**src/rtl/atp_pkg.sv**
```systemverilog
// Package with the shared constants, types and state codes of the attribute tolerance pruner.
package atp_pkg;

    localparam int NUM_ATTRS = 64;
    localparam int IDX_W     = (NUM_ATTRS > 1) ? $clog2(NUM_ATTRS) : 1;
    localparam int CNT_W     = $clog2(NUM_ATTRS + 1);
    localparam int VAL_W     = 32;
    localparam int ERR_W     = 48;
    localparam int FRAC_W    = 16;
    localparam int PROD_W    = 2 * VAL_W;

    localparam logic [ERR_W-1:0] ONE_Q16  = ERR_W'(1) << FRAC_W;
    localparam logic [ERR_W-1:0] ERR_MAX  = {ERR_W{1'b1}};
    localparam logic [VAL_W-1:0] SIGN_BIT = VAL_W'(1) << (VAL_W - 1);

    localparam logic KIND_LOAD  = 1'b0;
    localparam logic KIND_APPLY = 1'b1;

    typedef struct packed {
        logic [VAL_W-1:0] ref_val;
        logic             cat;
        logic [ERR_W-1:0] limit;
        logic [ERR_W-1:0] err;
    } t_entry;

    typedef struct packed {
        logic diff_en;
        logic mul_en;
    } t_pen_ctrl;

    typedef enum logic [1:0] {
        ST_IDLE,
        ST_DIFF,
        ST_MUL,
        ST_UPD
    } t_state;

endpackage

```
**src/rtl/atp_penalty.sv**
```systemverilog
// Two-stage penalty unit: magnitude of the difference, then the square or the mismatch penalty.
module atp_penalty (
    input  logic                      i_clk,
    input  atp_pkg::t_pen_ctrl        i_ctrl,
    input  logic [atp_pkg::VAL_W-1:0] i_ref,
    input  logic                      i_cat,
    input  logic [atp_pkg::VAL_W-1:0] i_val,
    output logic [atp_pkg::ERR_W-1:0] o_penalty
);

    logic [atp_pkg::VAL_W-1:0]  n_mag;
    logic [atp_pkg::VAL_W-1:0]  a_off;
    logic [atp_pkg::VAL_W-1:0]  b_off;
    logic [atp_pkg::VAL_W-1:0]  r_mag;
    logic                       r_mismatch;
    logic                       r_cat;
    logic [atp_pkg::PROD_W-1:0] n_prod;
    logic [atp_pkg::ERR_W-1:0]  n_penalty;
    logic [atp_pkg::ERR_W-1:0]  r_penalty;

    // Offset-binary forms turn the signed difference into an unsigned compare.
    always_comb begin
        a_off = i_val ^ atp_pkg::SIGN_BIT;
        b_off = i_ref ^ atp_pkg::SIGN_BIT;
        n_mag = (a_off >= b_off) ? (a_off - b_off) : (b_off - a_off);
    end

    always_comb begin
        n_prod = r_mag * r_mag;
        if (r_cat) begin
            n_penalty = r_mismatch ? atp_pkg::ONE_Q16 : '0;
        end else begin
            n_penalty = n_prod[atp_pkg::PROD_W-1:atp_pkg::FRAC_W];
        end
    end

    always_ff @(posedge i_clk) begin
        if (i_ctrl.diff_en) begin
            r_mag      <= n_mag;
            r_mismatch <= (i_ref != i_val);
            r_cat      <= i_cat;
        end
        if (i_ctrl.mul_en) begin
            r_penalty <= n_penalty;
        end
    end

    assign o_penalty = r_penalty;

endmodule

```
**config.mk**
```make
export PLATFORM = sky130hd
export DESIGN_NAME = atp_penalty
export DESIGN_NICKNAME = d
export VERILOG_FILES = /design/src/rtl/atp_pkg.sv /design/src/rtl/atp_penalty.sv
export SDC_FILE = /design/constraint.sdc
export NUM_CORES = 2
export LEC_CHECK = 0
export BUFFER_PORTS_ARGS = -buffer_cell sky130_fd_sc_hd__buf_2
export CORE_MARGIN = 4
export CORE_UTILIZATION = 40
export CTS_BUF_LIST = sky130_fd_sc_hd__clkbuf_4
export CTS_CLUSTER_SIZE = 16
export DETAILED_ROUTE_END_ITERATION = 10
export PLACE_DENSITY = 0.55
export SYNTH_ARGS = -nofsm -noshare
export SYNTH_HDL_FRONTEND = slang
export SYNTH_SLANG_ARGS = --single-unit
```
**constraint.sdc**
```tcl
create_clock -name i_clk -period 19.37 [get_ports i_clk]
set_clock_uncertainty 0.1 [all_clocks]
set_input_delay 1.937 -clock i_clk [delete_from_list [all_inputs] [get_ports i_clk]]
set_output_delay 1.937 -clock i_clk [all_outputs]
set_load 0.05 [all_outputs]
```
* Word level (Yosys, flattened, before mapping) *
Cells that the tools add are included.

operators by class
  order comparisons = 1
  add/sub/neg operators = 2
  $mul = 1
  mux-type cells = 3
  bitwise gates (word level) = 2
  equality and inequality tests = 1

operators with widths
  cell                                number
  multiplier 32 x 32 -> 64 bit        1
  subtractor 32 bit                   2
  2-to-1 mux 48 bit                   1
  greater-or-equal comparator 32 bit  1
  2-to-1 mux 32 bit                   1
  inequality test 32 bit              1
  2-to-1 mux 17 bit                   1
  NOT 1 bit                           2

storage, ports and cells
  register bits after elaboration = 82
  word-level logic and storage cells = 14
  output and inout bits = 48
  bits of input ports = 68

* Longest topological paths before layout *
  word-level depth = 3
  gate-level depth with buffers = 30
  gate-level depth less buffers = 27

* Worst setup path before layout *
Ideal clock, no wire load.

  path type = flip-flop to flip-flop
  start point = register r_mag[9] in the netlist's numbering
  end point = register r_penalty (netlist bit o_penalty[45]), data pin
  setup slack = 11.779 ns
  clock period less this slack = 7.591 ns
  arrival = 7.228 ns
  required time = 19.006 ns
  path buffers = 3
  cell stages (with the launch flop) = 27
  setup time = 0.264 ns
  cell sequence = edfxtp_1 clkbuf_1 clkbuf_1 nand2_1 inv_1 fa_1 fa_1 inv_1 fa_1 fa_1 inv_1 fa_1 fa_1 fa_1 fa_1 ha_1 buf_4 a21o_1 a21o_1 a221oi_1 o221ai_1 a41o_4 a21oi_4 o31ai_4 a41oi_2 xor2_1 nor2_1

on the way
  word-level cells in the longest chain between the ends = 2

RTL lines
  what                          RTL line           text
  from (decl)                   atp_penalty.sv:14  logic [atp_pkg::VAL_W-1:0] r_mag;
  from (signal assigned)        atp_penalty.sv:39  r_mag <= n_mag;
  multiplier 32 x 32 -> 64 bit  atp_penalty.sv:29  n_prod = r_mag * r_mag;
  2-to-1 mux 48 bit             atp_penalty.sv:30  if (r_cat) begin
  to (signal assigned)          atp_penalty.sv:44  r_penalty <= n_penalty;
  to (decl)                     atp_penalty.sv:19  logic [atp_pkg::ERR_W-1:0] r_penalty;

No other way between the ends.
A chain may end at the register's enable or synchronous reset.

* Final worst setup path *
  start point = register r_mag[24] in the netlist's numbering
  end point = register r_penalty (netlist bit o_penalty[40]), data pin

Same word-level chain as after synthesis.

==> flow_summary_export.csv <==
group,metric,value,unit
run,max_cap_viol_count,0,
critical_path,r2r_start,"r_mag[24]$_DFFE_PP_",
synthesis,post_synth.cell_area_avg,9.315,sq um
critical_path,critPathArrivalTime,8.90,ns
grt,grt_pass1_vias,27010,
sta,min_period,8.680,ns
critical_path,reg2reg_depth,26,
sta,fin_setup_tns,0,ns
synthesis,syn-cell-area,35680,sq um
clock_tree,clk_pin_slew_worst_paths,0.19,ns
critical_path,critPathRequiredTime,19.59,ns
placed_design,pre_cts_slack,10.76,ns
grt,grtUsageTotal,0.2086,
drt,drt-total-wl,95330,um
critical_path,rr_endpoint,"o_penalty[40]$_SDFFCE_PP0P_",
grt,grt_first_pass_wirelength,153300,um
clock_tree,post_cts_buffers,0,
clock_tree,insertion_delay,0.56,ns
die,io_pins,116,
clock_tree,htreeDepth,3,
grt,grt_remaining_overflow,0,
synthesis,synthArstFlopShare,0,
placed_design,port_buffers,115,
synthesis,netlist.area_leader.share,0.4450,
die,core.rowCount,109,
sta,max_slew_margin,0.3553,
worst_hold_path,hold_path_end,"o_penalty[16]$_DFFE_PP_",
worst_hold_path,min_path_cells,2,
critical_path,crit_path_end_kind,"flop",
die,start_util,0.4037,
drt,num_vias,24880,
drt,wire_per_inst,19.06,um
drt,dr.pass1.iters,5,
drt,drc,0,
drt,drtIter0Drc,1260,
layout,nets,5050,
critical_path,regToRegSetupSlack,10.69,ns
sta,drv_slew,0,
synthesis,synth_largest_area_cell,"fa_1",
synthesis,synth_cell_type_count,85,
clock_tree,clock-sinks,82,
synthesis,ys_warn_count,0,
critical_path,critPathLaunch,"r_mag[24]$_DFFE_PP_",
critical_path,cp_max_fo,29,
die,die_height,306.6,um
clock_tree,cts_tree,"yes",
synthesis,synth_edf_count,82,
synthesis,synth_area_leaders,"fa_1, ha_1, inv_1",
clock_tree,clockBufferDepth,2,
outcome,status,"finished clean",
die,core-area,88370,sq um
synthesis,netlist_instances,3830,
drt,via_per_inst,4.974,
sta,finalSetupViolations,0,
worst_hold_path,hp-start,"r_mismatch$_DFFE_PP_",
clock_tree,ctsResizeCount,0,
grt,antenna_found_initial,2,
placed_design,dp.final_hpwl,76110,um
clock_tree,cts-root-buf,"clkbuf_4",
grt,grt_max_degree,54,
critical_path,crit_path_start_kind,"flop",
sta,fmax,115.2,MHz
placed_design,routabilityCongestion,0.8603,
layout,drive_gt1_frac,0.05735,
clock_tree,cts_hold_buf,0,
layout,syn_to_final_growth,4.896,%
synthesis,ys_seq_area_frac,0.06902,
clock_tree,cts_buffers,9,
sta,rsz0062_at_grt,"no",
synthesis,synth-seq-cells,82,
synthesis,syn_nets,5049,
die,die_w,306.6,um
sta,hold_ws,0.7051,ns
die,dieArea,94030,sq um
sta,min_period_over_period,0.4481,
sta,worst_slack,10.69,ns
worst_hold_path,hold_class,"reg -> reg",
sta,final_hold_viol_count,0,
sta,worstMarginPinSlew,0.9671,ns
critical_path,critical_path_class,"reg -> reg",
drt,ant_nets,0,
synthesis,synth_ff_type,"edfxtp_1",
-- placed cells by master, fill, tap and decap left out, types with 17 or more instances in the layout --
| cell type | count |
|---|---|
| nand3_1 | 17 |
| nor3_1 | 20 |
| buf_2 | 115 |
| nor2b_1 | 23 |
| ha_1 | 358 |
| fa_1 | 793 |
| nor2_1 | 120 |
| a21oi_1 | 135 |
| o21ai_0 | 54 |
| xor2_1 | 54 |
| nand4_1 | 34 |
| a21o_1 | 76 |
| xnor2_1 | 67 |
| edfxtp_1 | 82 |
| buf_4 | 35 |
| and2_1 | 242 |
| o21bai_1 | 32 |
| inv_1 | 1054 |
| nand2_1 | 310 |
-- layout make-up --
class / instances / area, sq um
inverter: 1055 / 3960
sequential: 82 / 2462
multi-input combinational: 2533 / 28550
timing repair buffer: 150 / 838.3
clock buffer: 10 / 75.07
antenna: 1 / 2.502
clock inverter: 6 / 73.82
fill: 8880 / 50950
tap: 1165 / 1458
-- through the flow --
| step | utilization | cell area (sq um) | instances |
|---|---|---|---|
| floorplan | - | 35680 | 3830 |
| global route | 0.4234 | 37420 | 5002 |
| global placement | 0.4217 | 37270 | 4985 |
| finish | 0.4234 | 37420 | 5002 |
| detailed placement | 0.4217 | 37270 | 4985 |
| CTS | 0.4234 | 37420 | 5001 |
-- synth_stat cells, types with 12 or more instances --
| cell type | n |
|---|---|
| nor3_1 | 20 |
| nand3_1 | 17 |
| a21oi_1 | 135 |
| nor2_1 | 120 |
| clkbuf_1 | 120 |
| fa_1 | 793 |
| o21ai_0 | 54 |
| o21bai_1 | 32 |
| and2_1 | 242 |
| inv_1 | 1054 |
| a31oi_1 | 16 |
| o21a_1 | 12 |
| ha_1 | 358 |
| nand2_1 | 310 |
| xor2_1 | 54 |
| nand4_1 | 34 |
| a31o_2 | 13 |
| xnor2_1 | 67 |
| edfxtp_1 | 82 |
| nor2b_1 | 23 |
| buf_2 | 23 |
| a21o_1 | 76 |
-- cells by family after synthesis --
family	Yosys count	synth area share
adder cells (fa/ha/maj)	1151	0.5705
flip-flops	82	0.06902
buffers and inverters	1215	0.1306
AND/OR/NAND/NOR	809	0.1117
AO/OA/AOI/OAI	438	0.08438
XOR/XNOR	121	0.02971
multiplexers	14	0.004033
-- worst max-delay path: stages (launching register included) --
cell and delay (ns):
edfxtp_1 0.35, buf_4 0.45, inv_1 0.42, nor2_1 0.49, fa_1 0.52, fa_1 0.49
fa_1 0.51, inv_1 0.05, fa_1 0.47, inv_1 0.05, fa_1 0.48, fa_1 0.50
fa_1 0.49, inv_1 0.05, fa_1 0.50, inv_1 0.05, ha_1 0.42, nand2_1 0.16
nor2_1 0.17, nand3_1 0.11, o311ai_0 0.39, a21oi_2 0.14, o31ai_4 0.28, a31oi_2 0.18
o21ai_1 0.25, a21oi_1 0.12, mux2_2 0.27
-- how the worst max path moves through the flow --
stage,to,slack [ns],depth (start not counted)
after global placement,o_penalty[40]$_SDFFCE_PP0P_,10.85,26
after detailed placement,o_penalty[40]$_SDFFCE_PP0P_,10.76,26
final,o_penalty[40]$_SDFFCE_PP0P_,10.69,26
after CTS,o_penalty[40]$_SDFFCE_PP0P_,10.76,26
after global routing,o_penalty[42]$_SDFFCE_PP0P_,10.35,26
after floorplan,o_penalty[45]$_SDFFCE_PP0P_,11.78,26
-- flip-flops by register name, summed over array words and instances, names as in the netlist --
register,count
o_penalty,48
r_mag,32
r_cat,1
r_mismatch,1
-- metal layers --
| layer | up-vias | track usage | wire length (um) |
|---|---|---|---|
| li1 | 11530 | - | - |
| met1 | 12700 | 0.2744 | 40030 |
| met2 | 533 | 0.3707 | 49030 |
| met3 | 113 | 0.02101 | 3795 |
| met4 | 2 | 0.05200 | 2456 |
| met5 | - | 0 | 13 |
Power is left out: the tool's default activity adds up to more than one toggle a clock period on the data nets, which glitch-free logic cannot reach.
